**config.mk**
```make
export PLATFORM = sky130hd
export DESIGN_NAME = pfifo_ctx_mem
export DESIGN_NICKNAME = d
export VERILOG_FILES = /design/src/hdl/pfifo_pkg.sv /design/src/hdl/pfifo_ctx_mem.sv
export SDC_FILE = /design/constraint.sdc
export NUM_CORES = 2
export LEC_CHECK = 0
export BUFFER_PORTS_ARGS = -buffer_cell sky130_fd_sc_hd__buf_2
export CAP_MARGIN = 20
export CELL_PAD_IN_SITES_DETAIL_PLACEMENT = 0
export CELL_PAD_IN_SITES_GLOBAL_PLACEMENT = 1
export CORE_UTILIZATION = 59
export CTS_BUF_LIST = sky130_fd_sc_hd__clkbuf_2 sky130_fd_sc_hd__clkbuf_4 sky130_fd_sc_hd__clkbuf_8
export DETAILED_ROUTE_END_ITERATION = 10
export PLACE_DENSITY_LB_ADDON = 0.1
export SYNTH_ARGS = -nofsm -noshare
export SYNTH_HDL_FRONTEND = slang
export SYNTH_SLANG_ARGS = --single-unit
```
**constraint.sdc**
```tcl
create_clock -name clk -period 2.68 [get_ports clk]
set_input_delay 0.268 -clock clk [delete_from_list [all_inputs] [get_ports clk]]
set_output_delay 0.268 -clock clk [all_outputs]
set_load 0.02 [all_outputs]
```
**src/hdl/pfifo_pkg.sv**
```systemverilog
// ----------------------------------------------------------------------------
// pfifo_pkg
// Types, codes and sizes shared by the multi-channel pipe FIFO.
// ----------------------------------------------------------------------------
`default_nettype none

package pfifo_pkg;

	localparam int CHANNELS   = 64;
	localparam int FIFO_DEPTH = 1024;
	localparam int MAX_REFS   = 255;

	localparam int CH_W   = 6;
	localparam int FILL_W = 11;
	localparam int BYTE_W = 8;
	localparam int PTR_W  = $clog2(FIFO_DEPTH);
	localparam int REF_W  = $clog2(MAX_REFS + 1);
	localparam int SLOT_W = CH_W + PTR_W;

	localparam logic [2:0] ACT_CREATE = 3'd0;
	localparam logic [2:0] ACT_WRITE  = 3'd1;
	localparam logic [2:0] ACT_READ   = 3'd2;
	localparam logic [2:0] ACT_GRAB   = 3'd3;
	localparam logic [2:0] ACT_DROP   = 3'd4;

	localparam logic [2:0] ST_OK     = 3'd0;
	localparam logic [2:0] ST_EOS    = 3'd1;
	localparam logic [2:0] ST_BLOCK  = 3'd2;
	localparam logic [2:0] ST_FULL   = 3'd3;
	localparam logic [2:0] ST_NOFREE = 3'd4;
	localparam logic [2:0] ST_COUNT  = 3'd5;

	typedef struct packed {
		logic [2:0]        action;
		logic [CH_W-1:0]   channel;
		logic              writer_end;
		logic [BYTE_W-1:0] write_byte;
	} cmd_t;

	typedef struct packed {
		logic [2:0]        status;
		logic [BYTE_W-1:0] read_byte;
		logic [CH_W-1:0]   channel_out;
		logic [FILL_W-1:0] fill_level;
		logic              wake;
		logic              destroyed;
	} rsp_t;

	typedef struct packed {
		logic [PTR_W-1:0]  head;
		logic [FILL_W-1:0] fill;
		logic [REF_W-1:0]  rrefs;
		logic [REF_W-1:0]  wrefs;
	} ctx_t;

	typedef struct packed {
		logic            en;
		logic [CH_W-1:0] addr;
		ctx_t            data;
	} ctx_wr_t;

	typedef struct packed {
		logic              wen;
		logic              ren;
		logic [SLOT_W-1:0] addr;
		logic [BYTE_W-1:0] wdata;
	} byte_req_t;

endpackage

`default_nettype wire

```
**src/hdl/pfifo_ctx_mem.sv**
```systemverilog
// ----------------------------------------------------------------------------
// pfifo_ctx_mem
// Per-channel context memory (head, fill, reference counts), registered read.
// Entries never written read as zero through reset-cleared valid bits.
// ----------------------------------------------------------------------------
`default_nettype none

module pfifo_ctx_mem (
	input  wire                         clk,
	input  wire                         arst_n,
	input  wire                         rd_en,
	input  wire [pfifo_pkg::CH_W-1:0]   rd_addr,
	input  wire pfifo_pkg::ctx_wr_t     wr,
	output pfifo_pkg::ctx_t             rd_data
);
	import pfifo_pkg::*;

	ctx_t               mem [CHANNELS];
	logic [CHANNELS-1:0] valid_q;
	ctx_t               rd_q;
	logic               rd_vld_q;

	always_ff @(posedge clk) begin
		if (wr.en) begin
			mem[wr.addr] <= wr.data;
		end
		if (rd_en) begin
			rd_q <= mem[rd_addr];
		end
	end

	always_ff @(posedge clk or negedge arst_n) begin
		if (!arst_n) begin
			valid_q  <= '0;
			rd_vld_q <= 1'b0;
		end else begin
			if (wr.en) begin
				valid_q[wr.addr] <= 1'b1;
			end
			if (rd_en) begin
				rd_vld_q <= valid_q[rd_addr];
			end
		end
	end

	assign rd_data = rd_vld_q ? rd_q : '0;

endmodule

`default_nettype wire

```
## Word-level counts from Yosys, hierarchy flattened

Memory sizes are Yosys's and may differ from the RTL's. A register that Yosys moved wholly into a read port is not among the register bits.
Cells that the tools add are included.

| storage, ports and cells | value |
|---|---|
| input port bits | 53 |
| logic and storage cells | 15 |
| output and inout bits | 37 |
| memories kept | 1 |
| bits in latches | 0 |
| register bits | 65 |
| RAM bits | 2368 |
| memory bits (read-only) | 0 |

Memory list:

| memory | words | width | rd ports | clocked after Yosys merged registers in | write ports | line | source |
|---|---|---|---|---|---|---|---|
| mem | 64 | 37 | 1 | 1 | 1 | pfifo_ctx_mem.sv:18 | `ctx_t mem [CHANNELS];` |

| cells by class | value |
|---|---|
| $add $sub $neg | 0 |
| shifts and indexed selects | 0 |
| mux-type cells | 7 |
| bitwise logic cells | 1 |
| reductions and logical operators | 1 |
| magnitude comparators | 3 |
| equal/unequal tests | 0 |
| divide/modulo/power cells | 0 |
| $mul | 0 |

Operators with widths:

| cell | count |
|---|---|
| bitwise OR 64 bit | 1 |
| two-way mux 37 bit | 1 |
| less-than comparator 6 x 7 -> 1 bit (second input constant) | 2 |
| binary-select mux 1 bit (select 6 bit) | 1 |
| demux 1 bit (select 6 bit) | 1 |
| >= comparator 6 x 1 -> 1 bit (second input constant) | 1 |
| two-way mux 1 bit | 4 |
| logical AND 1 bit | 1 |

## Depth between registers and ports, before layout

| logic depth | value |
|---|---|
| depth in word-level cells | 5 |
| mapped depth | 10 |
| mapped depth without buffers | 5 |

## Worst setup path before layout

OpenSTA, ideal clock, no wires.

| path | value |
|---|---|
| path type | input-to-reg |
| start point | input wr[40] (netlist bit) |
| end point | memory mem[48][0] (netlist bit), enable pin |
| stages | 4 |
| arrival time | 3491 ps |
| slack | -1290 ps |
| required time | 2201 ps |
| path through | clkbuf_1 > nand4b_1 > or2_2 > nor3_1 |

RTL lines:

| what | line | source |
|---|---|---|
| start, declared | pfifo_ctx_mem.sv:13 | `input wire pfifo_pkg::ctx_wr_t wr,` |
| end, declared | pfifo_ctx_mem.sv:18 |  |

Straight into the memory's write port.

==> run summary <==
- 341600 um — wire length of the first global-routing pass
- 4 — CTS Buffer Depth
- 0 — warning count from the yosys run
- -20.27 ps — worst path setup slack after routing
- edfxtp_1 (2405), mux4_2 (740), clkbuf_8 (416) — highest-count cells in the layout ignoring fill and taps
- finished, violations left — outcome
- 3460 ps — data arrival time of the critical path
- 0.1008 sq mm — post-place instance area
- rd_q[7]$_DFFE_PP_ — reg-to-reg critical path endpoint
- clkbuf_8 — Root Buffer Master
- 100.8% — Period Utilization, post-route
- flop — crit path launch type
- input pin to flop — path type of the worst min-delay path
- 0.1582 sq mm — Floorplan Core Area
- a22oi_1 — slowest stage cell on the critical path
- 90 — Boundary Pins
- wr[17] — beginning of the worst hold path
- 0 — post-detailed-route DRC marker count
- flop — endpoint type of the worst setup path
- 146 — row count
- 1 — peak fanout along the critical path
- 46790 — vias in the first global route
- 21.59% — net switching fraction of the power
- 35.16 um — per-cell routed wire length
- 22.36% — worst rel slew slack
- 0 — overall overflow remaining after global route
- 0.6878 mV — maximum VDD drop
- 0.01728 W — P_sw
- flop to flop — Crit Path Category
- 16.93% — Synth-to-Final Area Change
- 40.28% — share of layout cells above drive strength 1
- 400.9 um — overall die width
- 30.84% — overall global routing resource usage
- 2700 ps — minimum clock period
- 5.8% — combinational fraction of design power
- 0.1098 sq mm — design area
- 2405 — Post-synth EDFFs
- 30 — initial antenna violation count
- setup timing — failing checks
- 5 — length of the first detailed-routing pass in iterations
- edfxtp_1 — most instantiated flip-flop cell in the synthesis netlist
- 5 — deepest level of the CTS H-tree
- 1165 ps — transition at the pin with the smallest max-transition slack
- 6.556 — DR vias/cell
- 1 — total setup violations reported at the end of the flow
- 2470 — sinks on the clock net
- 0.7994 — final RePlAce weighted congestion
- -20.27 ps — Total Neg Setup Slack
- 40.2% — Clock Power Share
- 729.0 mW/mm^2 — power per unit of standard cell area
- 6096 — placed insts
- 1090 ps — worst skew pair latency
- 6903 — count of non-filler cells in the finished layout
- 60 ps — clock transition at the registers of the reported paths
- 0 — Slew Viols, Final
- built — TritonCTS clock tree
- mem[10][17]$_DFFE_PP_ — end point of the worst hold path
- 0.1608 sq mm — area enclosed by the die boundary
- 35 — Unique masters post-synth
- mem[32][7]$_DFFE_PP_ — launch instance of the worst register-to-register path
- 135400 um — sum of net half-perimeters after detailed placement
- 63.56 ps — final clock skew
- 45250 — vias after detailed routing
- edfxtp_1 — leading cell type in the layout, fill and taps excluded
- 89 — count of buffers from port buffering
- 2.632% — share of flip-flops with an asynchronous set or reset after synthesis
- 0 — max-capacitance violation count
- 0 — buffers inserted by post-CTS timing repair
- 3866 — total nets after synthesis
- 398 — Inserted Clock Buffers
- 69.40% — share of the core filled with cells
- 35.45 nW — Leak Pwr
- 59.36% — starting density of the core
- 4 — Reg2Reg Depth
- 242700 um — wire length reported by the detailed router
- 3440 ps — Crit path required time
- 4556 — number of nets in the layout
- 78.64% — sequential cell area fraction in the yosys report
- 53.9% — Reg power frac
- 0 — Hold Fails Final Rpt
- 3813 — synthesized netlist cell count
- 65 — pin count of the biggest net entering global routing
- -20 ps — reg-to-reg setup timing slack
- 0.06276 W — internal power
- 5532 — DRC violation total after the first TritonRoute iteration
- 0.08004 W — sum of internal, switching and leakage power
- 24.63 sq um — average cell area after synthesis
- 0.09390 sq mm — post-synthesis instance area
- 2470 — flip-flop and latch count after synthesis
- 400.9 um — vertical die dimension
- 920 ps — CP max stage delay
- 0 — final antenna-violating net count
- mux4_2 — most numerous cell on the critical path
- mux4_2 > mux4_2 > a22oi_1 > nand2_1 — cell-by-cell listing of the critical path
- 2 — worst hold path stage count
- 370.3 MHz — Highest Clock Rate
through the flow:
stage,hold WS [ps],worst slack [ps]
after floorplan,-27.59,-433.6
after global placement,435.7,-916.5
after detailed placement,453.1,-909.1
after CTS,11.95,14.08
after global routing,37.53,-0.6766
final,85.66,-20.27
power by group through the flow:
stage | Combinational (W) | Clock [W] | Sequential [W]
floorplan | 0.00244 | 0 | 0.0438
global placement | 0.00431 | 0 | 0.0439
detailed placement | 0.00445 | 0 | 0.0440
CTS | 0.00453 | 0.0326 | 0.0432
global route | 0.00489 | 0.0343 | 0.0432
finish | 0.00465 | 0.0322 | 0.0432
Yosys cell counts, types with 3 or more instances:
library cell | n | area [sq um]
edfxtp_1 | 2405 | 72220
buf_2 | 76 | 380.4
nor2_1 | 71 | 266.5
nor2b_1 | 14 | 87.58
buf_1 | 18 | 67.56
nand3_1 | 11 | 55.05
a31oi_1 | 6 | 37.54
nand2_1 | 49 | 183.9
dfrtp_1 | 65 | 1627
o22ai_1 | 3 | 18.77
a21oi_1 | 6 | 30.03
clkbuf_1 | 86 | 322.8
nand2b_1 | 5 | 31.28
and2_1 | 42 | 262.8
a211oi_1 | 14 | 105.1
mux2_2 | 4 | 45.04
mux4_2 | 740 | 16670
buf_4 | 11 | 82.58
buf_6 | 9 | 101.4
nor3_1 | 6 | 30.03
or2_2 | 65 | 406.6
mux2i_1 | 30 | 300.3
a211o_1 | 4 | 35.03
a22oi_1 | 59 | 442.9
state kept, by name (all words and copies together), names as in the netlist:
| register | cells |
|---|---|
| mem | 2368 |
| valid_q | 64 |
| rd_q | 37 |
| rd_vld_q | 1 |
worst max path at each step:
stage,start,endpoint
global placement,rd_addr[0],rd_q[3]$_DFFE_PP_
floorplan,wr[40],mem[10][0]$_DFFE_PP_
global route,rd_vld_q$_DFFE_PN0P_,rd_data[0]
finish,mem[32][7]$_DFFE_PP_,rd_q[7]$_DFFE_PP_
CTS,mem[50][4]$_DFFE_PP_,rd_q[4]$_DFFE_PP_
detailed placement,rd_addr[0],rd_q[3]$_DFFE_PP_
kinds of logic (layout without fill, tap and decap cells):
family                 Yosys count  count (layout)  share of synthesized area (%)
AO/OA/AOI/OAI                   97              97                         0.7555
other                            0              27                              0
AND/OR/NAND/NOR                269             269                          1.458
buffers and inverters          203            1194                          1.029
multiplexers                   774             774                          18.12
flip-flops                    2470            2470                          78.64
repair_timing:
action | 4_1_cts | 5_1_grt
hold buffers | 52 | 0
setup endpoints to repair | 32 | 4
hold endpoints to repair | 2579 | 0
gates resized for setup | 7 | 4
metal layers:
metal  up-vias  global-route usage [%]  routed length (um)  share of wire (%)
met4        28                   9.007                6395                2.6
met5         -                       0                 168              0.069
li1      17940                       -                   -                  -
met3       452                   10.95               29850                 12
met1     24260                   42.33               91130                 38
met2      2581                   47.35              115200                 47
critical path: cells and delay by family (launching register included):
kind             cells  cell delay, ps
AO/OA/AOI/OAI        1             920
flip-flops           1             350
multiplexers         2             940
AND/OR/NAND/NOR      1             150
final cells by class:
| cell class | count | area (sq um) |
|---|---|---|
| flip-flops and latches | 2470 | 73850 |
| fillers | 9305 | 48400 |
| multi-input cells | 1140 | 19650 |
| clock buffers | 527 | 6553 |
| repair buffers | 490 | 5798 |
| well taps | 2072 | 2592 |
| clock inverters | 174 | 1281 |
| diodes | 27 | 67.56 |
| inverters | 3 | 11.26 |
(Power assumes the default switching activity.)
