### src/hdl/pfifo_pkg.sv
// ----------------------------------------------------------------------------
// pfifo_pkg
// Types, codes and sizes shared by the multi-channel pipe FIFO.
// ----------------------------------------------------------------------------
`default_nettype none

package pfifo_pkg;

	localparam int CHANNELS   = 64;
	localparam int FIFO_DEPTH = 1024;
	localparam int MAX_REFS   = 255;

	localparam int CH_W   = 6;
	localparam int FILL_W = 11;
	localparam int BYTE_W = 8;
	localparam int PTR_W  = $clog2(FIFO_DEPTH);
	localparam int REF_W  = $clog2(MAX_REFS + 1);
	localparam int SLOT_W = CH_W + PTR_W;

	localparam logic [2:0] ACT_CREATE = 3'd0;
	localparam logic [2:0] ACT_WRITE  = 3'd1;
	localparam logic [2:0] ACT_READ   = 3'd2;
	localparam logic [2:0] ACT_GRAB   = 3'd3;
	localparam logic [2:0] ACT_DROP   = 3'd4;

	localparam logic [2:0] ST_OK     = 3'd0;
	localparam logic [2:0] ST_EOS    = 3'd1;
	localparam logic [2:0] ST_BLOCK  = 3'd2;
	localparam logic [2:0] ST_FULL   = 3'd3;
	localparam logic [2:0] ST_NOFREE = 3'd4;
	localparam logic [2:0] ST_COUNT  = 3'd5;

	typedef struct packed {
		logic [2:0]        action;
		logic [CH_W-1:0]   channel;
		logic              writer_end;
		logic [BYTE_W-1:0] write_byte;
	} cmd_t;

	typedef struct packed {
		logic [2:0]        status;
		logic [BYTE_W-1:0] read_byte;
		logic [CH_W-1:0]   channel_out;
		logic [FILL_W-1:0] fill_level;
		logic              wake;
		logic              destroyed;
	} rsp_t;

	typedef struct packed {
		logic [PTR_W-1:0]  head;
		logic [FILL_W-1:0] fill;
		logic [REF_W-1:0]  rrefs;
		logic [REF_W-1:0]  wrefs;
	} ctx_t;

	typedef struct packed {
		logic            en;
		logic [CH_W-1:0] addr;
		ctx_t            data;
	} ctx_wr_t;

	typedef struct packed {
		logic              wen;
		logic              ren;
		logic [SLOT_W-1:0] addr;
		logic [BYTE_W-1:0] wdata;
	} byte_req_t;

endpackage

`default_nettype wire

### src/hdl/pfifo_free_map.sv
// ----------------------------------------------------------------------------
// pfifo_free_map
// Occupancy map of channels with no references and lowest-free encoder.
// ----------------------------------------------------------------------------
`default_nettype none

module pfifo_free_map (
	input  wire                         clk,
	input  wire                         arst_n,
	input  wire pfifo_pkg::ctx_wr_t     wr,
	output logic                        any_free,
	output logic [pfifo_pkg::CH_W-1:0]  free_ch
);
	import pfifo_pkg::*;

	logic [CHANNELS-1:0] free_q;

	always_ff @(posedge clk or negedge arst_n) begin
		if (!arst_n) begin
			free_q <= '1;
		end else if (wr.en) begin
			free_q[wr.addr] <= (wr.data.rrefs == '0) && (wr.data.wrefs == '0);
		end
	end

	always_comb begin
		free_ch = '0;
		for (int i = CHANNELS - 1; i >= 0; i--) begin
			if (free_q[i]) begin
				free_ch = CH_W'(i);
			end
		end
	end

	assign any_free = |free_q;

endmodule

`default_nettype wire

### config.mk
export PLATFORM = sky130hd
export DESIGN_NAME = pfifo_free_map
export DESIGN_NICKNAME = d
export VERILOG_FILES = /design/src/hdl/pfifo_pkg.sv /design/src/hdl/pfifo_free_map.sv
export SDC_FILE = /design/constraint.sdc
export NUM_CORES = 1
export LEC_CHECK = 0
export BUFFER_PORTS_ARGS = -buffer_cell sky130_fd_sc_hd__buf_2
export CAP_MARGIN = 40
export CORE_UTILIZATION = 30
export DETAILED_ROUTE_END_ITERATION = 6
export PLACE_DENSITY = 0.53
export SYNTH_ARGS = -nofsm -noshare
export SYNTH_HDL_FRONTEND = slang
export SYNTH_SLANG_ARGS = --single-unit
### constraint.sdc
create_clock -name clk -period 2.05 [get_ports clk]
set_input_delay 0.1025 -clock clk [delete_from_list [all_inputs] [get_ports clk]]
set_output_delay 0.1025 -clock clk [all_outputs]
set_load 0.1 [all_outputs]
# Yosys cells after proc, flatten, opt, wreduce, memory -nomap -nowiden
# Index checks and enable logic that the tools add are counted.
# op_classes
n_lt_le_gt_ge	2
reduce_logical	5
n_mux	67
# op_table
operator	count
2-to-1 mux 6 bit	64
bitwise mux 64 bit	1
OR reduction 64 bit	1
zero test 8 bit	2
< comparator 6 x 7 -> 1 bit, second input constant	1
demux 1 bit (select 6 bit)	1
>= comparator 6 x 1 -> 1 bit, second input constant	1
logical AND 1 bit	2
2-to-1 mux 1 bit	1
# totals
in_bits	46
reg_bits	64
out_inout_bits	7

# Depth between registers and ports, before layout
# Gate-level depths: netlist of run 1.
# logic_depth
ltp_word	64
depth_mapped	6

# Worst setup path before layout of run 1
# No wires, ideal clock.
# synth_path
path_kind	register -> output
start	register free_q[15]
end	output port free_ch[5] in the netlist's numbering
t_arrival_ns	4.095
required_ns	1.947
n_path_buf	0
path_stages_with_launch	5
setup_slack_ns	-2.148
path_cell_list	dfstp_2 -> or4_4 -> nor2b_1 -> nand3_1 -> nor4_1
# synth_via
elab_chain_cells	16
# synth_lines
item	line	text
start, declared	pfifo_free_map.sv:16	logic [CHANNELS-1:0] free_q;
start signal, assigned by index	pfifo_free_map.sv:22	free_q[wr.addr] <= (wr.data.rrefs == '0) && (wr.data.wrefs == '0);
2-to-1 mux 6 bit (16 in series)	pfifo_free_map.sv:29	if (free_q[i]) begin
end, declared	pfifo_free_map.sv:12	output logic [pfifo_pkg::CH_W-1:0] free_ch
# Every way passes these cells.

# Worst setup path after layout of run 1
# layout_path
start	register free_q[59]
end	output port free_ch[0] in the netlist's numbering
# layout_via
elab_chain_cells	60
# layout_lines
item	line
2-to-1 mux 6 bit (60 in series)	pfifo_free_map.sv:29
# Every way passes these cells.

==> metrics.yaml, run 1 <==
worst_setup_path:
  required_ns: 1.95
  critPathTopFamily: "compound AO/OA/AOI/OAI gates"
  cp_slowest_cell: "dfstp_2"
  crit_chain: "inv_1 -> a221o_1 -> a211o_1 -> o211a_1 -> o311ai_4 -> buf_12"
  cp.buffers_inverters: 2
  arrival_ns: 2.35
  worst_setup_path_end_kind: "primary output"
  crit_path_max_fanout: 4
  slowest_delay_ns: 0.55
  crit_path_start_kind: "register"
  critical_path_class: "reg2out"
synthesis:
  synth_simple_gate_area_share_pct: 19.59
  synth_top_family_by_area: "compound AO/OA/AOI/OAI gates"
  netlist_instances: 396
  syn-num-nets: 442
  syn-cell-area_mm2: 0.003633
  ys_seq_area_share_pct: 46.28
  yosysWarnings: 0
  synth_mux_area_share_pct: 1.791
  syn_area_per_cell_um2: 9.175
  ys_seq_elements: 64
  synth_compound_area_share_pct: 28.58
  yosys.cell_types.count: 44
  synthAdderAreaFrac_pct: 0
  synth_xor_area_share_pct: 0
cts:
  clock_path_buffers: 2
  worstSkewPairLatency_ns: 0.33
  numCtsBuffers: 9
  cts_root_buffer: "clkbuf_16"
  clkTransAtPathRegs_ns: 0.05
  cts_max_level: 3
  cts_sinks: 64
  cts_tree: "yes"
detailed_routing:
  first_pass_iters: 7
  drt_wl_total_um: 10770
  drt_iter0_drc: 171
  post_drt_via_cell_ratio: 5.452
  wl_per_cell_um: 17.63
  vias: 3331
  ant_nets: 0
  drc: 1
global_routing:
  grt_max_degree: 61
  grt_use_total_pct: 18.74
  antenna_found_initial: 0
  grt_pass1_wl_um: 18010
  grt_overflow: 0
  grt_pass1_vias: 3403
pwr:
  irDropWorstVdd_mv: 0.4267
  p_per_area_mw_per_mm2: 650.4
  p_leak_nw: 1.882
die:
  dieArea_mm2: 0.01256
  die-height_um: 112.1
  initial_core_util_pct: 31.29
  core_mm2: 0.01161
  num_rows: 39
  io_pins: 53
  die_width_um: 112.1
finish:
  layout_commonest_cell: "dfstp_2"
  insertedDiodeCount: 0
  synthToLayoutAreaGrowth_pct: 34.26
  largest_reg_flops: 64
  reg_top3: "free_q (64)"
  layoutNonFillerInstCount: 611
  final_layout_size_suffix_gt1_share_pct: 41.03
  mostFrequentLayoutCells: "64 x dfstp_2, 61 x o31ai_1, 58 x o21ai_1"
  nets: 509
  regMostFlops: "free_q"
placed_design:
  placed_cells: 591
  post-dp-hpwl_um: 7274
  dpl_worst_slack_ns: -0.05837
  gp_congestion: 0.8712
  portBuffers: 31
sta:
  fmax_mhz: 407.3
  slew_viol_final: 0
  hold_ws_ns: -0.003144
  min_period_ns: 2.455
  setup_violations: 7
  period_share_pct: 119.8
  layout_setup_ws_ns: -0.4054
  worstMarginPinSlew_ns: 0.6909
  slew_headroom_pct: 53.83
  finClkSkew_ns: 0
  final.setup.tns_ns: -1.621
  grt_setup_unrepaired: "true"
  hold_viol: 7
run_status:
  run_status: "finished with violations"
  violations: "DRC, hold timing, setup timing"
worst_hold_path:
  hp-class: "in2async"
job:
  maxCapViolCount: 0
[logic make-up (layout without fill, tap and decap cells)]
family	Yosys count	after routing
mux	6	6
simple gates	128	128
compound gates	162	162
flops	64	64
buf+inv	36	108
[cell usage after synthesis]
master      n  area [µm²]
a31oi_1     2       12.51
o311ai_2    1       16.27
dfstp_2    64        1682
o21a_1      3       22.52
nand3b_1    3       22.52
a211oi_1    2       15.01
or4_4       2       22.52
o21bai_1    2       15.01
and2_1      1       6.260
nor2_1     21       78.83
nor4_1     20       125.1
nor3_1     15       75.07
nor3b_1     1       7.510
inv_1      11       41.29
clkbuf_1   24       90.09
o21ai_1    60       300.3
a221o_1     1       10.01
o2111ai_1   1       8.760
and3_1      1       6.260
nand3_1    13       65.06
a2111oi_0   1       8.760
nor2b_1     9       56.30
mux2i_1     2       20.02
and4_1      1       8.760
mux2_1      4       45.04
nand2b_1    5       31.28
nand2_1    19       71.32
o211ai_1    3       22.52
o31ai_1    61       457.9
o31a_1      1       8.760
a21boi_1    1       7.510
nand4_1     2       12.51
a21boi_0    2       15.01
or3b_1      2       17.52
a211o_1     1       8.760
o311ai_1    1       8.760
or4_1       5       37.54
o21ai_0     6       30.03
nor4b_2     2       30.03
or3_1       5       31.28
or2_0       1       6.260
a21oi_1    12       60.06
buf_2       1       5.000
o211a_1     1       10.01
[where the power goes]
| part | leakage, nW | switching (W) | internal, W |
|---|---|---|---|
| registers | 0.660 | 0.00000657 | 0.00128 |
| clock network | 0.136 | 0.000542 | 0.000842 |
| logic | 1.09 | 0.000324 | 0.000174 |
[area by class of cell]
class                   instances  area [µm²]
fillers                      1143        6735
clock inverters                 4       20.02
well taps                     143       178.9
clock buffers                  12       246.5
inverters                      11       41.29
multi-input cells             296        2067
repair buffers                 81       643.1
flip-flops and latches         64        1682
[worst paths after layout]
kind | slack (ns) | to | start | cells past startpoint
min in group clk | 0.07 | free_q[51] | wr[37] | 3
worst min register to register | 0.50 | free_q[55] | free_q[55] | 2
max in group asynchronous | 1.62 | free_q[21] | arst_n | 2
worst max-delay path | -0.41 | free_ch[0] | free_q[59] | 6
worst max register to register | 1.10 | free_q[14] | free_q[14] | 4
worst min-delay path | -0.003 | free_q[40] | arst_n | 1
[repair_timing]
item | in CTS | in global routing
hold buffers | 0 | 0
pin swaps | 17 | 5
setup buffers | 3 | 2
endpoints found under the setup margin | 7 | 7
gates resized for setup | 34 | 9
[through the flow]
| stage | util, % | total power [W] | area (µm²) | hold slack [ns] |
|---|---|---|---|---|
| 2_1_floorplan | - | 0.001583 | 3702 | -0.04534 |
| 3_3_place_gp | 37.56 | 0.001768 | 4362 | 0.3683 |
| 3_5_place_dp | 37.56 | 0.001771 | 4362 | 0.3749 |
| 4_1_cts | 41.41 | 0.003216 | 4810 | 0.01562 |
| 5_1_grt | 42.01 | 0.003289 | 4878 | 0.05412 |
| 6_report | 42.01 | 0.003173 | 4878 | -0.003144 |
[metal layers]
layer | share of wire (%) | up-vias | GRT usage, %
met1 | 48 | 1576 | 25.76
li1 | - | 1663 | -
met2 | 46 | 83 | 29.69
met3 | 4.9 | 9 | 3.726
met4 | 1.3 | 0 | 5.956
met5 | 0 | - | 0
Note: power is estimated with default switching activity, not from simulation.
==> run 2: changes to the inputs <==
--- a/config.mk
+++ b/config.mk
@@ -7,9 +7,10 @@
 export LEC_CHECK = 0
 export BUFFER_PORTS_ARGS = -buffer_cell sky130_fd_sc_hd__buf_2
 export CAP_MARGIN = 40
-export CORE_UTILIZATION = 30
+export CORE_UTILIZATION = 40
 export DETAILED_ROUTE_END_ITERATION = 6
-export PLACE_DENSITY = 0.53
+export PLACE_DENSITY = 0.6
+export SLEW_MARGIN = 20
 export SYNTH_ARGS = -nofsm -noshare
 export SYNTH_HDL_FRONTEND = slang
 export SYNTH_SLANG_ARGS = --single-unit
==> run 2 against run 1 <==
Against the previous run: total power decreased by 8.8%; sequential power about the same; global-route usage grew 3.7 points; non-clock buffer count down 25; clock-buffer cell count fell by 1; fmax fell by 0.26%; combinational power fell by 3%; the run ends with setup timing left; utilization rose by 9.5 points.
==> metrics.yaml, run 2 (synthesized netlist as in run 1, its figures left out) <==
worst_setup_path:
  crit_path_start_kind: "register"
  worst_setup_path_end_kind: "primary output"
  crit_path_max_fanout: 3
  critical_path_class: "reg2out"
  arrival_ns: 2.36
  required_ns: 1.95
cts:
  cts_root_buffer: "clkbuf_8"
  numCtsBuffers: 9
  worstSkewPairLatency_ns: 0.34
  cts_max_level: 3
  holdBufCountCts: 0
  clock_path_buffers: 2
  clkTransAtPathRegs_ns: 0.08
  cts_sinks: 64
  cts_tree: "yes"
die:
  num_rows: 34
  die_width_um: 97.31
  core_mm2: 0.008763
  dieArea_mm2: 0.009469
  die-height_um: 97.31
  initial_core_util_pct: 41.46
  io_pins: 53
placed_design:
  gp_congestion: 0.8425
  portBuffers: 31
  post-dp-hpwl_um: 6873
  placed_cell_area_mm2: 0.004150
  dpl_worst_slack_ns: -0.03060
sta:
  min_period_ns: 2.462
  hold_viol: 0
  period_share_pct: 120.1
  setup_violations: 7
  worstMarginPinSlew_ns: 0.6813
  slew_viol_final: 0
  finClkSkew_ns: 0
  hold_ws_ns: 0.05447
  slew_headroom_pct: 54.58
  fmax_mhz: 406.2
  grt_setup_unrepaired: "true"
  layout_setup_ws_ns: -0.4118
finish:
  regMostFlops: "free_q"
  layout_commonest_cell: "dfstp_2"
  nets: 484
  synthToLayoutAreaGrowth_pct: 24.21
  reg_top3: "free_q (64)"
  largest_reg_flops: 64
  design_area_mm2: 0.004513
  insertedDiodeCount: 0
  mostFrequentLayoutCells: "64 x dfstp_2, 61 x o31ai_1, 60 x o21ai_1"
  final_core_util_pct: 51.50
  final_layout_size_suffix_gt1_share_pct: 37.92
job:
  maxCapViolCount: 0
global_routing:
  grt_max_degree: 61
  grt_pass1_wl_um: 16530
  grt_pass1_vias: 3153
  grt_overflow: 0
  antenna_found_initial: 0
  grt_use_total_pct: 22.44
detailed_routing:
  drt_iter0_drc: 138
  first_pass_iters: 4
  vias: 3273
  wl_per_cell_um: 18.50
  post_drt_via_cell_ratio: 5.940
  drc: 0
  drt_wl_total_um: 10190
  ant_nets: 0
pwr:
  irDropWorstVdd_mv: 0.2455
  p_leak_nw: 1.688
  p_per_area_mw_per_mm2: 640.9
run_status:
  violations: "setup timing"
  run_status: "finished with violations"
worst_hold_path:
  hp-class: "in2reg"
[run 2: cell count changes in the layout (fill, tap and decap cells not counted), sizes merged]
cell	delta
bufinv	+1
buf	-25
clkbuf	-1
clkinv	-2
clkinvlp	+2
[run 2: routing by layer]
layer / routed length (µm) / global-route usage, %
met1: 4687 / 31.71
met2: 4666 / 34.29
met3: 700 / 4.173
met4: 135 / 8.258
met5: 0 / 0
[run 2: power by group]
| part | total [W] | leakage, nW | switching (W) | internal [W] |
|---|---|---|---|---|
| Clock | 0.00112 | 0.101 | 0.000500 | 0.000623 |
| Combinational | 0.000481 | 0.926 | 0.000321 | 0.000160 |
| Sequential | 0.00129 | 0.660 | 0.00000671 | 0.00128 |
[run 2: worst paths after layout]
path                                   end  slack, ns  startpoint  cells past startpoint
max in group asynchronous       free_q[42]       1.56      arst_n                      2
worst min-delay path            free_q[51]       0.05      wr[37]                      3
min in group asynchronous        free_q[3]       0.16      arst_n                      1
worst max-delay path            free_ch[0]      -0.41  free_q[59]                      6
worst max register to register  free_q[59]       1.12  free_q[59]                      3
worst min register to register  free_q[55]       0.51  free_q[55]                      2
[run 2: cell type report]
cell class,instances,area [µm²]
fill,808,4250
multi-input combinational,296,2002
sequential,64,1682
timing repair buffer,56,446.7
clock buffer,11,151.4
tap,108,135.1
clock inverter,5,55.05
inverter,11,41.29
[run 2: metrics by stage]
stage               power, W  std cells  setup TNS (ns)
finish              0.002892        551          -1.605
global route        0.003010        551          -2.430
CTS                 0.002910        550          -1.887
detailed placement  0.001774        532        -0.03060
global placement    0.001770        532        -0.02210
floorplan           0.001583        396          -1.488
[run 2: timing repair]
action                                  4_1_cts  5_1_grt
gates resized for setup                      20       10
pin swaps                                    15        9
setup buffers                                 2        1
endpoints found under the setup margin        7        7
[run 2: worst max-delay path, stage by stage, from the launching register on]
cell and delay [ns]:
dfstp_2 0.56, inv_2 0.03, a221o_1 0.34, a211o_1 0.27, o211a_1 0.26, o311ai_4 0.32
buf_12 0.22
==> run 3: changes to the inputs <==
--- a/config.mk
+++ b/config.mk
@@ -7,9 +7,9 @@
 export LEC_CHECK = 0
 export BUFFER_PORTS_ARGS = -buffer_cell sky130_fd_sc_hd__buf_2
 export CAP_MARGIN = 40
-export CORE_UTILIZATION = 40
+export CORE_UTILIZATION = 57
 export DETAILED_ROUTE_END_ITERATION = 6
-export PLACE_DENSITY = 0.6
+export PLACE_DENSITY = 0.8
 export SLEW_MARGIN = 20
 export SYNTH_ARGS = -nofsm -noshare
 export SYNTH_HDL_FRONTEND = slang
==> run 3 against run 2 <==
Against the previous run: the run still ends with setup timing left; die area shrank 29%; non-clock buffer count grew 15; first-iteration DRC count grew to 3.3 times the previous value; combinational power grew 6.0%; total power grew 4.1%; worst hold slack lost 0.0028 ns; worst setup slack gained 0.0086 ns; utilization grew 26 points; critical path type unchanged; highest routed layer unchanged.
==> metrics.yaml, run 3 (synthesized netlist as in run 1, its figures left out) <==
die:
  dieArea_mm2: 0.006698
  core_mm2: 0.006026
  die-height_um: 81.84
  initial_core_util_pct: 60.30
  num_rows: 28
  die_width_um: 81.84
  io_pins: 53
finish:
  layout_commonest_cell: "dfstp_2"
  nets: 499
  largest_reg_flops: 64
  reg_top3: "free_q (64)"
  mostFrequentLayoutCells: "64 x dfstp_2, 61 x o31ai_1, 58 x o21ai_1"
  design_area_mm2: 0.004677
  insertedDiodeCount: 0
  final_core_util_pct: 77.62
  multiInputGateArea_mm2: 0.002066
  regArea_mm2: 0.001682
  final_layout_size_suffix_gt1_share_pct: 39.74
  num-fill-cells: 383
  layoutNonFillerInstCount: 533
  regMostFlops: "free_q"
  synthToLayoutAreaGrowth_pct: 28.72
cts:
  cts_root_buffer: "clkbuf_8"
  clkTransAtPathRegs_ns: 0.08
  worstSkewPairLatency_ns: 0.34
  cts_sinks: 64
  cts_tree: "yes"
  cts_max_level: 3
  numCtsBuffers: 9
  clock_path_buffers: 2
detailed_routing:
  post_drt_via_cell_ratio: 6.642
  ant_nets: 0
  vias: 3540
  first_pass_iters: 5
  drc: 0
  drt_iter0_drc: 452
  drt_wl_total_um: 10650
  wl_per_cell_um: 19.98
worst_setup_path:
  crit_path_start_kind: "register"
  worst-r2r-cell-count: 2
  worst_setup_path_end_kind: "primary output"
  critical_path_class: "reg2out"
  slowest_delay_ns: 0.57
  required_ns: 1.95
  crit_path_max_fanout: 2
  cp_slowest_cell: "or4_4"
  arrival_ns: 2.35
  crit_chain: "or4_4 -> nor4b_4 -> nand3_2 -> nor2_4 -> nand3b_1 -> buf_12"
global_routing:
  grt_pass1_wl_um: 16440
  antenna_found_initial: 0
  grt_pass1_vias: 3301
  met1_usage_pct: 44.73
  grt_max_degree: 65
  busiest_layer: "met2"
  grt_use_total_pct: 33.44
  grtUsageMet3_pct: 4.556
  grtUsageMet2_pct: 52.07
  grt_overflow: 0
worst_hold_path:
  min_path_cells: 3
  hp-class: "in2reg"
sta:
  final.setup.tns_ns: -2.129
  worstMarginPinSlew_ns: 0.6876
  setup_violations: 7
  hold_ws_ns: 0.05169
  min_period_ns: 2.453
  slew_viol_final: 0
  hold_viol: 0
  period_share_pct: 119.7
  finClkSkew_ns: 0
  layout_setup_ws_ns: -0.4032
  slew_headroom_pct: 53.74
  grt_setup_unrepaired: "true"
  fmax_mhz: 407.6
pwr:
  p_per_area_mw_per_mm2: 644.1
  p_leak_nw: 1.796
  irDropWorstVdd_mv: 0.6492
  power_switching_w: 0.0008332
  power_frac_clock_pct: 40.2
  pwr-share-comb_pct: 16.9
  p_seq_share_pct: 42.9
  sw_frac_of_total_pct: 27.66
  p_int_w: 0.002179
placed_design:
  post-dp-hpwl_um: 6495
  placed_cell_area_mm2: 0.004141
  gp_congestion: 0.9447
  portBuffers: 31
  placed_cells: 507
job:
  maxCapViolCount: 0
run_status:
  violations: "setup timing"
  run_status: "finished with violations"
run 3: cell types whose count changed in the layout (fill, tap and decap cells not counted), sizes merged:
cell / before / now
clkinv: 2 / 1
dlygate4sd3: 0 / 1
bufinv: 1 / 2
clkbuf: 11 / 13
clkinvlp: 2 / 0
buf: 56 / 70
run 3: repair_timing:
action	in CTS	in global routing
pin swaps	15	8
gates cloned	0	0
endpoints found under the setup margin	7	7
hold buffers	0	1
endpoints found under the hold margin	0	3
resized for setup	30	17
setup buffers	4	5
run 3: per-layer routing:
metal  vias to the layer above  share of wire [%]
met5                         -                  0
met4                         0                4.3
met3                        40                7.5
met2                       172                 47
met1                      1679                 41
li1                       1649                  -
run 3: worst max-delay path: cells and delay by family, from the launching register on:
family                 cells  cell delay [ns]
buffers and inverters      1             0.23
flip-flops                 1             0.37
AND/OR/NAND/NOR            5             1.40
run 3: layout make-up:
type                    count  area share, %
multi-input cells         296          44.17
repair buffers             71          12.41
flip-flops and latches     64          35.95
clock buffers              13          3.184
clock inverters             3          1.391
well taps                  75          2.006
inverters                  11         0.8828
run 3: final timing paths:
kind	startpoint	end	slack, ns
max	free_q[60]	any_free	-0.40
min	wr[37]	free_q[51]	0.05
max reg2reg	free_q[58]	free_q[58]	1.10
min reg2reg	free_q[49]	free_q[49]	0.51
max in group asynchronous	arst_n	free_q[27]	1.34
min in group asynchronous	arst_n	free_q[48]	0.34
run 3: power by group through the flow:
stage / logic (W) / clock network (W) / registers, W
finish: 0.000510 / 0.00121 / 0.00129
global route: 0.000533 / 0.00125 / 0.00129
CTS: 0.000474 / 0.00120 / 0.00129
detailed placement: 0.000445 / 0 / 0.00131
global placement: 0.000442 / 0 / 0.00131
floorplan: 0.000277 / 0 / 0.00131
run 3: per-stage QoR:
step / total power (W) / worst slack (ns)
floorplan: 0.001583 / -0.3403
global placement: 0.001750 / -0.003389
detailed placement: 0.001753 / -0.04120
CTS: 0.002968 / -0.3824
global route: 0.003074 / -0.4419
finish: 0.003012 / -0.4032
